--- config.mk ---
export PLATFORM = sky130hd
export DESIGN_NAME = quality_level_switch_policy_top
export DESIGN_NICKNAME = d
export VERILOG_FILES = /design/src/hdl/qlsp_pkg.sv /design/src/hdl/qlsp_cfg_regs.sv /design/src/hdl/qlsp_stage.sv /design/src/hdl/qlsp_policy.sv /design/src/hdl/quality_level_switch_policy_top.sv
export SDC_FILE = /design/constraint.sdc
export NUM_CORES = 1
export LEC_CHECK = 0
export ABC_AREA = 1
export BUFFER_PORTS_ARGS = -buffer_cell sky130_fd_sc_hd__buf_2
export CORE_ASPECT_RATIO = 1.2
export CORE_UTILIZATION = 40
export DETAILED_ROUTE_END_ITERATION = 8
export PLACE_DENSITY = 0.61
export SLEW_MARGIN = 20
export SYNTH_ARGS = -nofsm -noshare
export SYNTH_HDL_FRONTEND = slang
export SYNTH_SLANG_ARGS = --single-unit
--- constraint.sdc ---
create_clock -name clk -period 10.3 [get_ports clk]
set_input_delay 0.515 -clock clk [delete_from_list [all_inputs] [get_ports clk]]
set_output_delay 0.515 -clock clk [all_outputs]
set_load 0.01 [all_outputs]
--- src/hdl/qlsp_pkg.sv ---
// Package for the quality level switch policy block.
// Holds the beat structs, configuration view, register indexes and verdict codes.
// No dependencies.
`timescale 1ns / 1ps
`default_nettype none

package qlsp_pkg;

  // Field widths fixed by the packet format.
  localparam int LVL_W     = 2;
  localparam int HDR_W     = 32;
  localparam int AGE_W     = 24;
  localparam int CHUNK_W   = 16;
  localparam int PRES_W    = 3;
  localparam int LIMIT_W   = 8;
  localparam int LDROP_W   = 16;
  localparam int TDROP_W   = 32;
  localparam int CFG_IDX_W = 2;
  localparam int CFG_DW    = 24;

  // Chunk value that marks the tracked chunk as not yet loaded.
  localparam logic [CHUNK_W-1:0] UNSET_CHUNK = 16'hFFFF;

  // Register reset values.
  localparam logic [LVL_W-1:0]   RST_START_LEVEL    = 2'd0;
  localparam logic [PRES_W-1:0]  RST_LEVELS_PRESENT = 3'd7;
  localparam logic [LIMIT_W-1:0] RST_DROP_LIMIT     = 8'd3;
  localparam logic [AGE_W-1:0]   RST_LATE_LIMIT_US  = 24'd10000;

  // Configuration register indexes.
  typedef enum logic [CFG_IDX_W-1:0] {
    REG_START_LEVEL    = 2'd0,
    REG_LEVELS_PRESENT = 2'd1,
    REG_DROP_LIMIT     = 2'd2,
    REG_LATE_LIMIT_US  = 2'd3
  } cfg_reg_t;

  // Verdict codes.
  typedef enum logic [1:0] {
    VERDICT_DROP  = 2'd0,
    VERDICT_USE   = 2'd1,
    VERDICT_SAVE  = 2'd2,
    VERDICT_FAULT = 2'd3
  } verdict_t;

  // One received packet.
  typedef struct packed {
    logic [LVL_W-1:0] arrival_level;
    logic [HDR_W-1:0] header_word;
    logic             first_packet;
    logic [AGE_W-1:0] age_us;
  } in_item_t;

  // One policy decision.
  typedef struct packed {
    logic [1:0]         verdict;
    logic [CHUNK_W-1:0] packet_chunk;
    logic               join_valid;
    logic [LVL_W-1:0]   join_level;
    logic               leave_valid;
    logic               finish_lookaside;
    logic [LVL_W-1:0]   level_now;
    logic [LDROP_W-1:0] drops_at_level;
    logic [TDROP_W-1:0] drops_total;
  } out_item_t;

  // Configuration as seen by the policy logic.
  typedef struct packed {
    logic               start_load;
    logic [LVL_W-1:0]   start_value;
    logic [PRES_W-1:0]  levels_present;
    logic [LIMIT_W-1:0] drop_limit;
    logic [AGE_W-1:0]   late_limit_us;
  } cfg_t;

endpackage

`default_nettype wire

--- src/hdl/qlsp_cfg_regs.sv ---
// Configuration register file for the quality level switch policy.
// Depends on qlsp_pkg for widths, register indexes and the cfg_t view.
`timescale 1ns / 1ps
`default_nettype none

module qlsp_cfg_regs (
  input  wire logic                         clk,
  input  wire logic                         rst_n,
  input  wire logic                         cfg_we,
  input  wire logic [qlsp_pkg::CFG_IDX_W-1:0] cfg_index,
  input  wire logic [qlsp_pkg::CFG_DW-1:0]  cfg_wdata,
  output qlsp_pkg::cfg_t                    cfg
);

  logic [qlsp_pkg::PRES_W-1:0]  levels_present_r;
  logic [qlsp_pkg::LIMIT_W-1:0] drop_limit_r;
  logic [qlsp_pkg::AGE_W-1:0]   late_limit_r;
  logic                         start_hit;

  assign start_hit = cfg_we && (cfg_index == qlsp_pkg::REG_START_LEVEL);

  // Register writes; the start level goes straight to the policy state.
  always_ff @(posedge clk) begin
    if (!rst_n) begin
      levels_present_r <= qlsp_pkg::RST_LEVELS_PRESENT;
      drop_limit_r     <= qlsp_pkg::RST_DROP_LIMIT;
      late_limit_r     <= qlsp_pkg::RST_LATE_LIMIT_US;
    end else if (cfg_we) begin
      case (cfg_index)
        qlsp_pkg::REG_LEVELS_PRESENT: levels_present_r <= cfg_wdata[qlsp_pkg::PRES_W-1:0];
        qlsp_pkg::REG_DROP_LIMIT:     drop_limit_r     <= cfg_wdata[qlsp_pkg::LIMIT_W-1:0];
        qlsp_pkg::REG_LATE_LIMIT_US:  late_limit_r     <= cfg_wdata;
        default: begin
        end
      endcase
    end
  end

  // Present the configuration as one struct.
  always_comb begin
    cfg.start_load     = start_hit;
    cfg.start_value    = cfg_wdata[qlsp_pkg::LVL_W-1:0];
    cfg.levels_present = levels_present_r;
    cfg.drop_limit     = drop_limit_r;
    cfg.late_limit_us  = late_limit_r;
  end

endmodule

`default_nettype wire

--- src/hdl/qlsp_stage.sv ---
// One valid/ready register stage carrying a packed payload.
// Used for the input register and the result register; no package dependency.
`timescale 1ns / 1ps
`default_nettype none

module qlsp_stage #(
  parameter type DATA_T = logic
) (
  input  wire logic  clk,
  input  wire logic  rst_n,
  input  wire logic  s_valid,
  output logic       s_ready,
  input  wire DATA_T s_data,
  output logic       m_valid,
  input  wire logic  m_ready,
  output DATA_T      m_data
);

  logic  valid_r;
  DATA_T data_r;

  // The stage takes a beat when empty or when its beat leaves this cycle.
  assign s_ready = !valid_r || m_ready;
  assign m_valid = valid_r;
  assign m_data  = data_r;

  always_ff @(posedge clk) begin
    if (!rst_n) begin
      valid_r <= 1'b0;
    end else if (s_ready) begin
      valid_r <= s_valid;
    end
  end

  // Payload needs no reset.
  always_ff @(posedge clk) begin
    if (s_valid && s_ready) begin
      data_r <= s_data;
    end
  end

endmodule

`default_nettype wire

--- src/hdl/qlsp_policy.sv ---
// Level switch policy state and single-pass decision logic.
// Depends on qlsp_pkg for the beat structs, cfg_t and verdict codes.
`timescale 1ns / 1ps
`default_nettype none

module qlsp_policy #(
  parameter int LEVEL_COUNT = 3
) (
  input  wire logic               clk,
  input  wire logic               rst_n,
  input  wire qlsp_pkg::cfg_t     cfg,
  input  wire logic               fire,
  input  wire qlsp_pkg::in_item_t item,
  output qlsp_pkg::out_item_t     res
);

  localparam int LW = qlsp_pkg::LVL_W;
  localparam int CW = qlsp_pkg::CHUNK_W;
  localparam int DW = qlsp_pkg::LDROP_W;
  localparam int TW = qlsp_pkg::TDROP_W;

  // Policy state.
  logic [CW-1:0]          tracked_chunk_r, tracked_chunk_nxt;
  logic [LW-1:0]          control_level_r, control_level_nxt;
  logic [LW-1:0]          current_level_r, current_level_nxt;
  logic [LW-1:0]          pending_level_r, pending_level_nxt;
  logic                   pending_valid_r, pending_valid_nxt;
  logic [DW-1:0]          level_drops_r, level_drops_nxt;
  logic [TW-1:0]          total_drops_r, total_drops_nxt;
  logic [LEVEL_COUNT-1:0] moving_r, moving_nxt;
  logic [LEVEL_COUNT-1:0] just_moved_r, just_moved_nxt;

  // Working values.
  logic [LEVEL_COUNT-1:0] arr_hot, pend_hot;
  logic [CW-1:0]          chunk, tc_eff;
  logic [LW-1:0]          arr;
  logic                   loss, moving_arr, just_moved_arr, down, at_edge, tgt_exists;
  logic [LW:0]            target;
  logic [qlsp_pkg::PRES_W:0] present_ext;
  logic [DW-1:0]          ldrops_inc;
  logic [TW-1:0]          tdrops_inc;

  assign arr   = item.arrival_level;
  assign chunk = item.header_word[qlsp_pkg::HDR_W-1 -: CW];

  // One-hot selects into the per-level flags; levels past the count select nothing.
  for (genvar i = 0; i < LEVEL_COUNT; i++) begin : g_hot
    assign arr_hot[i]  = (int'(arr) == i);
    assign pend_hot[i] = (int'(pending_level_r) == i);
  end

  assign moving_arr     = |(moving_r & arr_hot);
  assign just_moved_arr = |(just_moved_r & arr_hot);

  // Loss counting with saturation.
  assign loss = item.first_packet || (item.age_us > cfg.late_limit_us);
  assign ldrops_inc = (loss && (level_drops_r != '1)) ? level_drops_r + 1'b1 : level_drops_r;
  assign tdrops_inc = (loss && (total_drops_r != '1)) ? total_drops_r + 1'b1 : total_drops_r;

  // An unset tracked chunk is loaded from the packet.
  assign tc_eff = (tracked_chunk_r == qlsp_pkg::UNSET_CHUNK) ? chunk : tracked_chunk_r;

  // Step direction and the level it would move to.
  assign down    = ({{(DW - qlsp_pkg::LIMIT_W){1'b0}}, cfg.drop_limit} <= ldrops_inc);
  assign at_edge = down ? (current_level_r == '0) : (int'(current_level_r) + 1 == LEVEL_COUNT);
  assign target  = down ? ({1'b0, current_level_r} - 1'b1) : ({1'b0, current_level_r} + 1'b1);
  assign present_ext = {1'b0, cfg.levels_present};
  assign tgt_exists  = (int'(target) < LEVEL_COUNT) && (target < (LW + 1)'(qlsp_pkg::PRES_W))
                       && present_ext[target[LW-1:0]];

  // Decision for the packet in the input register.
  always_comb begin
    tracked_chunk_nxt = tc_eff;
    control_level_nxt = control_level_r;
    current_level_nxt = current_level_r;
    pending_level_nxt = pending_level_r;
    pending_valid_nxt = pending_valid_r;
    level_drops_nxt   = ldrops_inc;
    total_drops_nxt   = tdrops_inc;
    moving_nxt        = moving_r;
    just_moved_nxt    = just_moved_r;

    res.verdict          = qlsp_pkg::VERDICT_DROP;
    res.packet_chunk     = chunk;
    res.join_valid       = 1'b0;
    res.join_level       = '0;
    res.leave_valid      = 1'b0;
    res.finish_lookaside = 1'b0;

    if (control_level_r != arr) begin
      // Another level's packet: keep it for look-aside when it is ahead.
      res.verdict = (chunk > tc_eff) ? qlsp_pkg::VERDICT_SAVE : qlsp_pkg::VERDICT_DROP;
    end else if (moving_arr) begin
      // The old level's next packet completes the switch.
      moving_nxt = moving_r & ~arr_hot;
      if (pending_valid_r) begin
        control_level_nxt    = pending_level_r;
        current_level_nxt    = pending_level_r;
        pending_valid_nxt    = 1'b0;
        pending_level_nxt    = '0;
        level_drops_nxt      = '0;
        just_moved_nxt       = just_moved_r | pend_hot;
        res.finish_lookaside = 1'b1;
        res.leave_valid      = 1'b1;
      end
    end else if (chunk < tc_eff) begin
      res.verdict = qlsp_pkg::VERDICT_DROP;
    end else if (chunk == tc_eff) begin
      res.verdict = qlsp_pkg::VERDICT_USE;
    end else begin
      // New chunk on the control level.
      tracked_chunk_nxt = chunk;
      if (just_moved_arr) begin
        just_moved_nxt = just_moved_r & ~arr_hot;
        res.verdict    = qlsp_pkg::VERDICT_USE;
      end else if (at_edge) begin
        level_drops_nxt = '0;
        res.verdict     = qlsp_pkg::VERDICT_USE;
      end else if (tgt_exists) begin
        pending_level_nxt = target[LW-1:0];
        pending_valid_nxt = 1'b1;
        moving_nxt        = moving_r | arr_hot;
        res.join_valid    = 1'b1;
        res.join_level    = target[LW-1:0];
        res.verdict       = qlsp_pkg::VERDICT_USE;
      end else begin
        pending_valid_nxt = 1'b0;
        pending_level_nxt = '0;
        res.verdict       = qlsp_pkg::VERDICT_FAULT;
      end
    end

    res.level_now      = current_level_nxt;
    res.drops_at_level = level_drops_nxt;
    res.drops_total    = total_drops_nxt;
  end

  // State registers; a start level write reloads the levels in control.
  always_ff @(posedge clk) begin
    if (!rst_n) begin
      tracked_chunk_r <= qlsp_pkg::UNSET_CHUNK;
      control_level_r <= qlsp_pkg::RST_START_LEVEL;
      current_level_r <= qlsp_pkg::RST_START_LEVEL;
      pending_level_r <= '0;
      pending_valid_r <= 1'b0;
      level_drops_r   <= '0;
      total_drops_r   <= '0;
      moving_r        <= '0;
      just_moved_r    <= '0;
    end else if (cfg.start_load) begin
      control_level_r <= cfg.start_value;
      current_level_r <= cfg.start_value;
    end else if (fire) begin
      tracked_chunk_r <= tracked_chunk_nxt;
      control_level_r <= control_level_nxt;
      current_level_r <= current_level_nxt;
      pending_level_r <= pending_level_nxt;
      pending_valid_r <= pending_valid_nxt;
      level_drops_r   <= level_drops_nxt;
      total_drops_r   <= total_drops_nxt;
      moving_r        <= moving_nxt;
      just_moved_r    <= just_moved_nxt;
    end
  end

  // The control and current levels always move together.
  a_levels_agree: assert property (@(posedge clk) disable iff (!rst_n)
    control_level_r == current_level_r)
    else $error("control and current level differ");

  // A requested join leaves a pending switch behind.
  a_join_pends: assert property (@(posedge clk) disable iff (!rst_n)
    (fire && res.join_valid && !cfg.start_load) |=> pending_valid_r)
    else $error("join issued without a pending switch");

  // A completed switch consumes the pending target.
  a_finish_clears: assert property (@(posedge clk) disable iff (!rst_n)
    (fire && res.finish_lookaside && !cfg.start_load) |=> !pending_valid_r)
    else $error("pending switch survived its completion");

  // The total loss count never goes backward.
  a_total_monotonic: assert property (@(posedge clk) disable iff (!rst_n)
    fire |=> total_drops_r >= $past(total_drops_r))
    else $error("total loss count decreased");

endmodule

`default_nettype wire

--- src/hdl/quality_level_switch_policy_top.sv ---
// A packet beat passes through the input register, the decision pass and then the
// result register. Throughput: one packet per cycle while out_ready is high,
// set by the single decision pass between the two registers.
// Reset (rst_n, synchronous, active low) empties both registers, loads the
// register defaults, sets the tracked chunk to unset and clears all counters.
// Depends on qlsp_pkg, qlsp_cfg_regs, qlsp_stage and qlsp_policy.
`timescale 1ns / 1ps
`default_nettype none

module quality_level_switch_policy_top #(
  parameter int LEVEL_COUNT = 3
) (
  input  wire logic                           clk,
  input  wire logic                           rst_n,
  input  wire logic                           in_valid,
  output logic                                in_ready,
  input  wire qlsp_pkg::in_item_t             in_item,
  output logic                                out_valid,
  input  wire logic                           out_ready,
  output qlsp_pkg::out_item_t                 out_item,
  input  wire logic                           cfg_we,
  input  wire logic [qlsp_pkg::CFG_IDX_W-1:0] cfg_index,
  input  wire logic [qlsp_pkg::CFG_DW-1:0]    cfg_wdata
);

  qlsp_pkg::cfg_t      cfg;
  qlsp_pkg::in_item_t  item;
  qlsp_pkg::out_item_t res;
  logic                item_valid;
  logic                res_ready;
  logic                fire;

  // A decision is made when the input register holds a beat the result register can take.
  assign fire = item_valid && res_ready;

  qlsp_cfg_regs u_cfg (
    .clk       (clk),
    .rst_n     (rst_n),
    .cfg_we    (cfg_we),
    .cfg_index (cfg_index),
    .cfg_wdata (cfg_wdata),
    .cfg       (cfg)
  );

  qlsp_stage #(.DATA_T(qlsp_pkg::in_item_t)) u_in_stage (
    .clk     (clk),
    .rst_n   (rst_n),
    .s_valid (in_valid),
    .s_ready (in_ready),
    .s_data  (in_item),
    .m_valid (item_valid),
    .m_ready (res_ready),
    .m_data  (item)
  );

  qlsp_policy #(.LEVEL_COUNT(LEVEL_COUNT)) u_policy (
    .clk   (clk),
    .rst_n (rst_n),
    .cfg   (cfg),
    .fire  (fire),
    .item  (item),
    .res   (res)
  );

  qlsp_stage #(.DATA_T(qlsp_pkg::out_item_t)) u_out_stage (
    .clk     (clk),
    .rst_n   (rst_n),
    .s_valid (item_valid),
    .s_ready (res_ready),
    .s_data  (res),
    .m_valid (out_valid),
    .m_ready (out_ready),
    .m_data  (out_item)
  );

endmodule

`default_nettype wire
# Yosys cells after proc, flatten, opt, wreduce, memory -nomap -nowiden
# Cells that the tools add are included.
[totals]
register_bits = 246
out_inout_bits = 75
inputBits = 90
[op_classes]
n_reduce_logical = 35
add_sub_neg = 5
n_lt_le_gt_ge = 7
n_mux = 62
bitwise_logic = 11
n_eq_ne = 19
[ops]
columns = ["operator", "count"]
rows = [
  ["two-way mux 16 bit", 13],
  ["two-way mux 2 bit", 26],
  ["two-way mux 3 bit", 13],
  ["adder 32 x 1 -> 32 bit, second input constant", 1],
  ["== test 32 x 3 -> 1 bit, second input constant", 1],
  ["two-way mux 32 bit", 1],
  ["!= test 32 bit, second input constant", 1],
  ["greater-than comparator 24 bit", 1],
  ["adder 16 x 1 -> 16 bit, second input constant", 1],
  ["== test 16 bit", 1],
  ["== test 16 bit, second input constant", 1],
  ["greater-than comparator 16 bit", 1],
  ["less-or-equal comparator 8 x 16 -> 1 bit", 1],
  ["< comparator 16 bit", 1],
  ["!= test 16 bit, second input constant", 1],
  ["AND reduction 8 bit", 2],
  ["AND reduction 7 bit", 2],
  ["bitwise AND 3 bit", 4],
  ["== test 2 bit, second input constant", 6],
  ["OR reduction 11 bit", 1],
  ["!= test 2 x 1 -> 1 bit, second input constant", 5],
  ["nonzero test 2 bit", 5],
  ["OR reduction 10 bit", 1],
  ["logical NOT 2 bit", 4],
  ["19 further kinds", 45],
]

# Depth between registers and ports, before layout
[logic_depth]
ltp_word = 16
depth_mapped = 34

# By module
# Synthesis repeated with hierarchy kept, for this count alone.
[unflattened]
cells_unflattened = 1349
area_unflattened_um2 = 12056.6
[by_module_without_submodules]
columns = ["mod", "seq_area_each_um2", "cells_per_inst", "instances", "area_per_inst_um2"]
rows = [
  ["qlsp_policy", 1541.5, 987, 1, 6522.5],
  ["qlsp_stage at u_out_stage", 2212.1, 80, 1, 2243.4],
  ["qlsp_stage at u_in_stage", 1791.7, 66, 1, 1823.0],
  ["qlsp_cfg_regs", 700.7, 214, 1, 1460.2],
  ["quality_level_switch_policy_top", 0.0, 2, 1, 7.5],
]

# Least setup slack after synthesis
# Ideal clock, no wire load.
[synth_path]
kind = "reg-to-reg"
startpoint = "reg u_in_stage.data_r (netlist bit u_in_stage.m_data[23])"
endpoint = "reg u_out_stage.data_r (netlist bit u_out_stage.m_data[35]), data pin"
t_arrival_ns = 3.475
path_slack_ns = 6.575
path_stages_with_launch = 29
required_time_ns = 10.050
path_cell_list = "edfxtp_1 -> ha_1 -> nand2_1 -> nor2_1 -> nand2_1 -> nor2_2 -> nand2_1 -> nand3_2 -> nand2_2 -> nand2_4 -> nand2_4 -> nor2_1 -> xor2_1 -> inv_1 -> ha_1 -> o211ai_1 -> a21oi_1 -> nor3_1 -> a21oi_1 -> nand3_2 -> nor2_4 -> nand3_1 -> nand2_2 -> nand2_2 -> nand2_2 -> nand3_4 -> buf_12 -> nand2_4 -> inv_1"
[synth_lines]
columns = ["item", "line_no", "source"]
rows = [
  ["start, declared", "qlsp_stage.sv:20", "DATA_T data_r;"],
  ["start signal, assigned", "qlsp_stage.sv:38", "data_r <= s_data;"],
  ["end signal, assigned", "qlsp_stage.sv:38", ""],
  ["end, declared", "qlsp_stage.sv:20", ""],
]

==> metrics.cfg <==
[run_status]
outcome=complete, no violations

[final_layout]
antenna_cells=0
multi_input_area_um2=4360
final_cell_mix=nand2_1, inv_1, buf_2, a21oi_1, edfxtp_1
nNetsFinal=1488
drive_gt1_share_pct=20.2
final_common_cell=nand2_1
fillers=2562
regArea_um2=5740
area_growth_pct=17.2

[logic_synthesis]
ys_ff_latch=229
syn_nets=1346
syn_area_per_cell_um2=9.11
synth_warnings=0
async_reset_ff_share_pct=0
syn_area_um2=11000
yosysSeqAreaShare_pct=52.4
synthFlopType=edfxtp_1
synthesis.instances=1203
synthDistinctLibCells=44
synth_edf_count=115

[setup_path]
start_kind=flip-flop
path_class=reg -> reg
cpMostUsedCell=nand2_2
worst_ep_required_time_ns=10.58
critPathBufInv=2
end_kind=flip-flop
slowest_delay_ns=0.36
critPathMaxFanout=16
path_delay_family=simple AND/OR/NAND/NOR gates
slowest_stage=edfxtp_1
worstPathArrival_ns=4.99

[worst_hold_path]
hold_class=in -> reg

[route]
drt-vias-per-instance=4.89
drt_iter0_markers=391
routed_wirelength_um=23200
routedWlPerCell_um=13.6
detail-route-antenna-nets=0
first_pass_iters=5
drc_errors=0
dr_total_vias=8331

[timing]
finalHoldViolCount=0
fin_skew_ns=0.0170
setup_viol=0
timing.fmax_mhz=212
fin_crit_ns=4.71
worstMarginPinSlew_ns=1.00
slew_headroom_pct=33.1
slew_viol_final=0
rsz0062_at_grt=false
min_period_over_period_pct=45.8
tns_ns=0
hold_ws_ns=0.157

[power_and_ir_drop]
peakVddDrop_mv=0.133
p_leak_nw=5.68
powerDensity_nw_per_um2=172

[clocking]
ctsResizeCount=0
holdBufCountCts=0
cts_tree=yes
cts-root-buf=clkbuf_16
cts_made_buffers=26
cts.sinks=229
clk_latency_ns=0.53
clockBufferDepth=3
post_cts_buffers=0
path_clk_slew_ns=0.06
cts_max_level=1

[global_routing]
grtUsageTotal_pct=16.6
grt_max_degree=63
grt_overflow=0
grt_pass1_vias=7895
grt_use_met1_pct=21.0
top_usage_layer=met2
gr-usage-met2_pct=28.8
grt_pass1_wl_um=38200
grt_antenna_before_repair=0
use_met3_pct=2.98

[place]
place_congestion=0.820
dp_hpwl_um=16100
io_buffers=148

[die]
die-area_um2=28100
fp-row-count=66
die_x_um=153
fp.coreArea_um2=27000
ios=165
die_h_um=183
floorplan.initialDensity_pct=40.6

[flow_run]
cap_violations=0

registers in the layout, summed over array words and instances, names as in the netlist, 3 cells and up, named ones only:
signal / flops
u_policy.just_moved_r: 3
u_out_stage.m_data: 72
u_policy.level_drops_r: 16
u_policy.tracked_chunk_r: 16
u_cfg.levels_present_r: 3
u_policy.total_drops_r: 32
u_cfg.drop_limit_r: 8
u_cfg.late_limit_r: 24
u_in_stage.m_data: 43
synth_stat cells, types with 13 or more instances:
cell type / number / share of area [%]
nor2_1: 77 / 2.6
nand3_1: 53 / 2.4
nor3_1: 17 / 0.78
ha_1: 53 / 6.1
nand2_1: 173 / 5.9
inv_1: 173 / 5.9
nand4_1: 13 / 0.74
dfxtp_1: 114 / 21
a21oi_1: 120 / 5.5
or2_2: 13 / 0.74
edfxtp_1: 115 / 32
o21ai_0: 110 / 5.0
clkbuf_1: 33 / 1.1
xor2_1: 38 / 3.0
nand2_4: 13 / 1.3
metal layers:
layer,vias up,share of wire [%]
li1,4287,-
met1,3819,45
met2,195,47
met3,30,5.2
met4,0,1.9
met5,-,0
worst register-to-register path, stage by stage (launching register included):
cell and delay [ns]:
edfxtp_1 0.36, ha_1 0.30, nand2_1 0.07, nor2_1 0.17, nand2_1 0.10, nor2_2 0.15, nand2_1 0.08, nand3_2 0.06
nand2_2 0.06, nand2_4 0.20, nand2_4 0.15, nor2_1 0.18, xor2_1 0.33, inv_1 0.08, ha_1 0.32, o211ai_1 0.09
a21oi_1 0.13, nor3_1 0.06, a21oi_1 0.26, nand3_2 0.13, nor2_4 0.15, nand3_1 0.14, nand2_2 0.12, nand2_2 0.05
nand2_2 0.07, nand3_4 0.32, nand3_1 0.27, inv_1 0.06
power breakdown:
group | total [W] | internal, W | switching (W)
clock | 0.000905 | 0.000527 | 0.000378
sequential | 0.00105 | 0.00102 | 0.0000308
combinational | 0.000261 | 0.0000949 | 0.000166
metrics by stage:
| stage | instances | utilization, % | instance area [um2] | setup WS, ns | power (W) |
|---|---|---|---|---|---|
| after floorplan | 1203 | - | 11000 | 6.57 | 0.00125 |
| after CTS | 1705 | 47.5 | 12800 | 5.49 | 0.00224 |
| after global placement | 1657 | 44.4 | 12000 | 5.50 | 0.00132 |
| after detailed placement | 1657 | 44.4 | 12000 | 5.52 | 0.00133 |
| final | 1705 | 47.5 | 12800 | 5.59 | 0.00221 |
| after global routing | 1705 | 47.5 | 12800 | 5.09 | 0.00232 |
worst paths after layout:
path	start	slack (ns)	cells past startpoint	end
hold / removal	in_item[19]	0.16	1	u_in_stage.m_data[19]$_DFFE_PP_
setup reg to reg	u_in_stage.m_data[23]$_DFFE_PP_	5.59	27	u_out_stage.m_data[44]$_DFFE_PP_
setup / recovery	u_in_stage.m_data[23]$_DFFE_PP_	5.59	27	u_out_stage.m_data[44]$_DFFE_PP_
hold reg to reg	flip-flop	0.46	2	flip-flop
logic make-up after synthesis:
kind of cell	after synthesis	synth area share (%)
xor gates and xnor gates	41	3.28
adders and majority gates	53	6.05
muxes	1	0.0914
DFF	229	52.4
buffers and inverters	220	7.87
AOI/OAI and AO/OA	262	12.7
and+or+nand+nor	397	17.6
layout make-up:
cell class              count  area share, %
clock buffers              31           5.62
clock inverters            17           1.04
inverters                 182           5.33
multi-input cells         754           34.0
flip-flops and latches    229           44.7
well taps                 340           3.31
repair buffers            152           6.01
Power figures use the tool's default switching activity.
